[src/design/mvsm_pkg.sv]
// ----------------------------------------------------------------------------
// mvsm_pkg
// Shared types and constants of the multi-voice sample mixer.
// ----------------------------------------------------------------------------
package mvsm_pkg;

    localparam int VOICE_SLOTS  = 16;
    localparam int CLIP_ENTRIES = 64;
    localparam int SAMPLE_WORDS = 65536;

    localparam int VW = $clog2(VOICE_SLOTS);
    localparam int CW = $clog2(CLIP_ENTRIES);
    localparam int AW = $clog2(SAMPLE_WORDS);
    localparam int LW = 17;
    localparam int MW = 21;
    localparam logic [LW-1:0] MAX_CLIP_LEN = 17'h10000;

    // command codes
    localparam logic [2:0] FN_LOAD   = 3'd0;
    localparam logic [2:0] FN_DEFINE = 3'd1;
    localparam logic [2:0] FN_START  = 3'd2;
    localparam logic [2:0] FN_MUSIC  = 3'd3;
    localparam logic [2:0] FN_LOW    = 3'd4;
    localparam logic [2:0] FN_CANCEL = 3'd5;
    localparam logic [2:0] FN_CANALL = 3'd6;
    localparam logic [2:0] FN_TICK   = 3'd7;

    // status codes
    localparam logic [1:0] ST_OK      = 2'd0;
    localparam logic [1:0] ST_NO_FREE = 2'd1;
    localparam logic [1:0] ST_NO_MUS  = 2'd2;
    localparam logic [1:0] ST_LOW_REF = 2'd3;

    // register indexes
    localparam logic [2:0] RG_PAUSED  = 3'd0;
    localparam logic [2:0] RG_MUSIC   = 3'd1;
    localparam logic [2:0] RG_EFFECTS = 3'd2;
    localparam logic [2:0] RG_NOMUSIC = 3'd3;
    localparam logic [2:0] RG_LOWMIN  = 3'd4;

    typedef struct packed {
        logic [2:0]        func;
        logic [AW-1:0]     sample_address;
        logic signed [15:0] sample_value;
        logic [CW-1:0]     clip_id;
        logic [AW-1:0]     clip_start;
        logic [LW-1:0]     clip_length;
        logic [VW-1:0]     slot;
    } t_cmd;

    typedef struct packed {
        logic signed [MW-1:0] mixed_sample;
        logic [VW-1:0]        slot_used;
        logic [1:0]           status;
    } t_res;

endpackage

[src/design/mvsm_cmd_fifo.sv]
// ----------------------------------------------------------------------------
// mvsm_cmd_fifo
// Two-entry command queue between the front end and the voice engine.
// ----------------------------------------------------------------------------
module mvsm_cmd_fifo (
    input  logic            i_clk,
    input  logic            i_rst_n,
    input  logic            i_push,
    input  mvsm_pkg::t_cmd  i_data,
    output logic            o_full,
    input  logic            i_pop,
    output logic            o_valid,
    output mvsm_pkg::t_cmd  o_data
);
    mvsm_pkg::t_cmd r_mem [2];
    logic       r_wp, r_rp;
    logic [1:0] r_cnt;

    assign o_full  = (r_cnt == 2'd2);
    assign o_valid = (r_cnt != 2'd0);
    assign o_data  = r_mem[r_rp];

    // advance pointers and count
    always_ff @(posedge i_clk) begin
        if (!i_rst_n) begin
            r_wp  <= 1'b0;
            r_rp  <= 1'b0;
            r_cnt <= 2'd0;
        end else begin
            if (i_push) r_wp <= ~r_wp;
            if (i_pop)  r_rp <= ~r_rp;
            r_cnt <= r_cnt + {1'b0, i_push} - {1'b0, i_pop};
        end
    end

    // hold payload
    always_ff @(posedge i_clk) begin
        if (i_push) r_mem[r_wp] <= i_data;
    end

`ifndef SYNTHESIS
    a_no_overflow: assert property (@(posedge i_clk) disable iff (!i_rst_n)
        o_full |-> !i_push) else $error("queue overflow");
    a_no_underflow: assert property (@(posedge i_clk) disable iff (!i_rst_n)
        !o_valid |-> !i_pop) else $error("queue underflow");
    a_cnt_range: assert property (@(posedge i_clk) disable iff (!i_rst_n)
        r_cnt != 2'd3) else $error("bad count");
`endif
endmodule

[config.mk]
export PLATFORM = sky130hd
export DESIGN_NAME = mvsm_cmd_fifo
export DESIGN_NICKNAME = d
export VERILOG_FILES = /design/src/design/mvsm_pkg.sv /design/src/design/mvsm_cmd_fifo.sv
export SDC_FILE = /design/constraint.sdc
export NUM_CORES = 1
export LEC_CHECK = 0
export BUFFER_PORTS_ARGS = -buffer_cell sky130_fd_sc_hd__buf_2
export CAP_MARGIN = 20
export CORE_MARGIN = 10
export CORE_UTILIZATION = 52
export DETAILED_ROUTE_END_ITERATION = 7
export PLACE_DENSITY_LB_ADDON = 0.12
export SETUP_SLACK_MARGIN = 0.05
export SYNTH_ARGS = -nofsm -noshare
export SYNTH_HDL_FRONTEND = slang
export SYNTH_SLANG_ARGS = --single-unit
[constraint.sdc]
create_clock -name i_clk -period 5.8 [get_ports i_clk]
set_clock_uncertainty 0.15 [all_clocks]
set_input_delay 0.29 -clock i_clk [delete_from_list [all_inputs] [get_ports i_clk]]
set_output_delay 0.29 -clock i_clk [all_outputs]
set_load 0.02 [all_outputs]
==> flow_summary.toml <==
[grt]
grt_pass1_vias = 3608
antenna_found_initial = 0
gr-total-overflow = 0
grt_pass1_wl_mm = 19.3
grt_max_degree = 79
grt_usage_pct = 15.5

[setup_path]
crit_fanout = 40
cp_top_family = "buffers and inverters"
r2r-start = "r_wp$_SDFFE_PN0P_"
critPathSlowestCell = "dfxtp_4"
slowest_delay_ns = 0.68
required_ns = 5.36
cp.buffers_inverters = 2
cp.arrival_ns = 2.35
critPathLaunchType = "flop"
crit_type = "reg2out"
end_kind = "output port"
path_cells = "buf_4 -> mux2_2 -> buf_2"

[placement]
place_area_um2 = 6880
finalWeightedCongestion = 0.727
dp_hpwl_mm = 7.65
port_buffers = 161

[floorplan]
die_width_um = 127
num_rows = 38
placeableCoreArea_um2 = 11000
io_pins = 162
dieArea_um2 = 16100
start_util_pct = 53.8
fp.dieH_um = 127

[clock_tree]
cts.sinks = 161
cts_buffers = 17
htreeDepth = 4
cts_resized = 0
cts_setup_buffers = 0
path_clk_slew_ns = 0.06
clockBufferDepth = 2
clock_latency_ns = 0.41
cts_tree = "yes"
postCtsHoldBufs = 79
root_buffer = "clkbuf_16"

[detailed_routing]
routed_wl_mm = 12.7
first_pass_iters = 4
vias = 3291
drt_iter0_markers = 174
ant_nets = 0
drt-wirelength-per-cell_um = 18.9
routed_via_density = 4.91
drc = 0

[synth]
synthCells = 264
synth-seq-cells = 161
yosysWarnings = 0
synth_seq_area_share_pct = 80.6
avgSynthCellArea_um2 = 22.5
synth.area.top_cells = "edfxtp_1 79%, mux2_2 11%, mux2_4 5.1%"
syn_area_um2 = 5940
yosys.area.top_type = "edfxtp_1"
netlist-cell-type-count = 14
synth_top_area_share_pct = 78.9
synth_nets = 348

[timing]
rsz0062_at_grt = "false"
max-slew-margin-rel_pct = 30.7
tns_ns = 0
fin_crit_sh_pct = 48.0
slew_violations = 0
worst_slew_pin_slew_ns = 1.04
period_needed_ns = 2.79
timing.hold.ws_ns = 0.101
fmax_ghz = 0.359
final_hold_viol_count = 0
setup-violations-final = 0

[pwr]
p_clk_share_pct = 37.1
p_seq_share_pct = 49.8
powerDensity_nw_per_um2 = 334
p_leak_nw = 3.19
p_total_w = 0.00276
peakVddDrop_uv = 235
power_frac_comb_pct = 13.1
p_switching_w = 0.000628
p_sw_share_pct = 22.8
intPower_w = 0.00213

[outcome]
status = "completed"

[finish]
diodes = 0
nNetsFinal = 601
syn2layout_area_growth_pct = 39.0
stdcell_area_um2 = 8250
fillers = 686
drive_above_1_share_pct = 51.9

[hold_path]
worstHoldPathType = "in2reg"
min-delay-start = "i_pop"

[run]
cap_violations = 0
-- per-stage QoR --
stage / worst slack, ns / util (%) / cells
2_1_floorplan: 1.34 / - / 264
3_3_place_gp: 3.47 / 62.3 / 558
3_5_place_dp: 3.44 / 62.3 / 558
4_1_cts: 2.99 / 74.5 / 669
5_1_grt: 2.89 / 74.8 / 670
6_report: 3.01 / 74.8 / 670
-- layer usage --
layer	GRT usage [%]	up-vias	wire (um)
met1	17.7	1607	5000
met3	6.08	14	901
met4	5.36	0	159
met2	26.2	122	6590
met5	0	-	0
li1	-	1548	-
-- cells in the final DEF, fill, tap and decap left out --
master / count
and2_1: 3
and2_4: 1
buf_16: 1
buf_2: 161
buf_4: 2
bufinv_16: 1
clkbuf_1: 3
clkbuf_16: 17
clkbuf_8: 2
clkinv_2: 3
clkinvlp_4: 6
dfxtp_1: 4
dfxtp_4: 1
dlygate4sd3_1: 79
edfxtp_1: 156
ha_1: 2
inv_1: 2
mux2_2: 58
mux2_4: 20
nor2b_1: 3
nor2b_4: 1
o21a_1: 1
or2_2: 1
xnor3_1: 1
xor2_1: 1
-- cells in the mapped netlist --
cell type,n
mux2_2,58
xor2_1,1
xnor3_1,1
mux2_4,20
edfxtp_1,156
nor2b_1,4
inv_1,2
buf_6,4
dfxtp_1,5
or2_2,1
ha_1,2
o21a_1,1
buf_2,5
and2_1,4
-- tightest hold or removal path, cell delays in order --
cell and delay [ns]:
buf_2 0.10, xor2_1 0.07, and2_1 0.15
-- final cells by class --
class | count | area (um^2) | share of cell area (%)
multi-input combinational | 92 | 1080 | 13.1
inverter | 2 | 7.51 | 0.0910
tap | 140 | 175 | 2.12
sequential | 161 | 4790 | 58.1
clock buffer | 22 | 464 | 5.63
timing repair buffer | 243 | 1640 | 19.9
clock inverter | 10 | 90.1 | 1.09
-- power by group through the flow --
stage / Clock, W / Sequential [W] / Combinational, W
2_1_floorplan: 0 / 0.00139 / 0.000218
3_3_place_gp: 0 / 0.00140 / 0.000312
3_5_place_dp: 0 / 0.00140 / 0.000317
4_1_cts: 0.00104 / 0.00137 / 0.000361
5_1_grt: 0.00110 / 0.00138 / 0.000386
6_report: 0.00102 / 0.00137 / 0.000360
-- state kept, by name, summed over array words and instances (netlist names), named ones only --
name   flops
r_mem    156
r_wp       1
r_cnt      2
r_rp       1
-- cells by family after synthesis --
kind of cell,synth area share (%)
DFF,80.6
muxes,16.1
buffers and inverters,1.31
and+or+nand+nor,0.948
xor gates and xnor gates,0.527
adders and majority gates,0.422
AOI/OAI and AO/OA,0.127
-- path summary, 6_finish.rpt --
kind	endpoint	slack [ns]	cells after the start
max	o_data[29]	3.01	3
max reg2reg	r_mem[0][19]$_DFFE_PP_	3.95	2
min reg2reg	flop	0.47	2
min	flop	0.10	3
No activity file was read; power rests on OpenSTA's default activity.
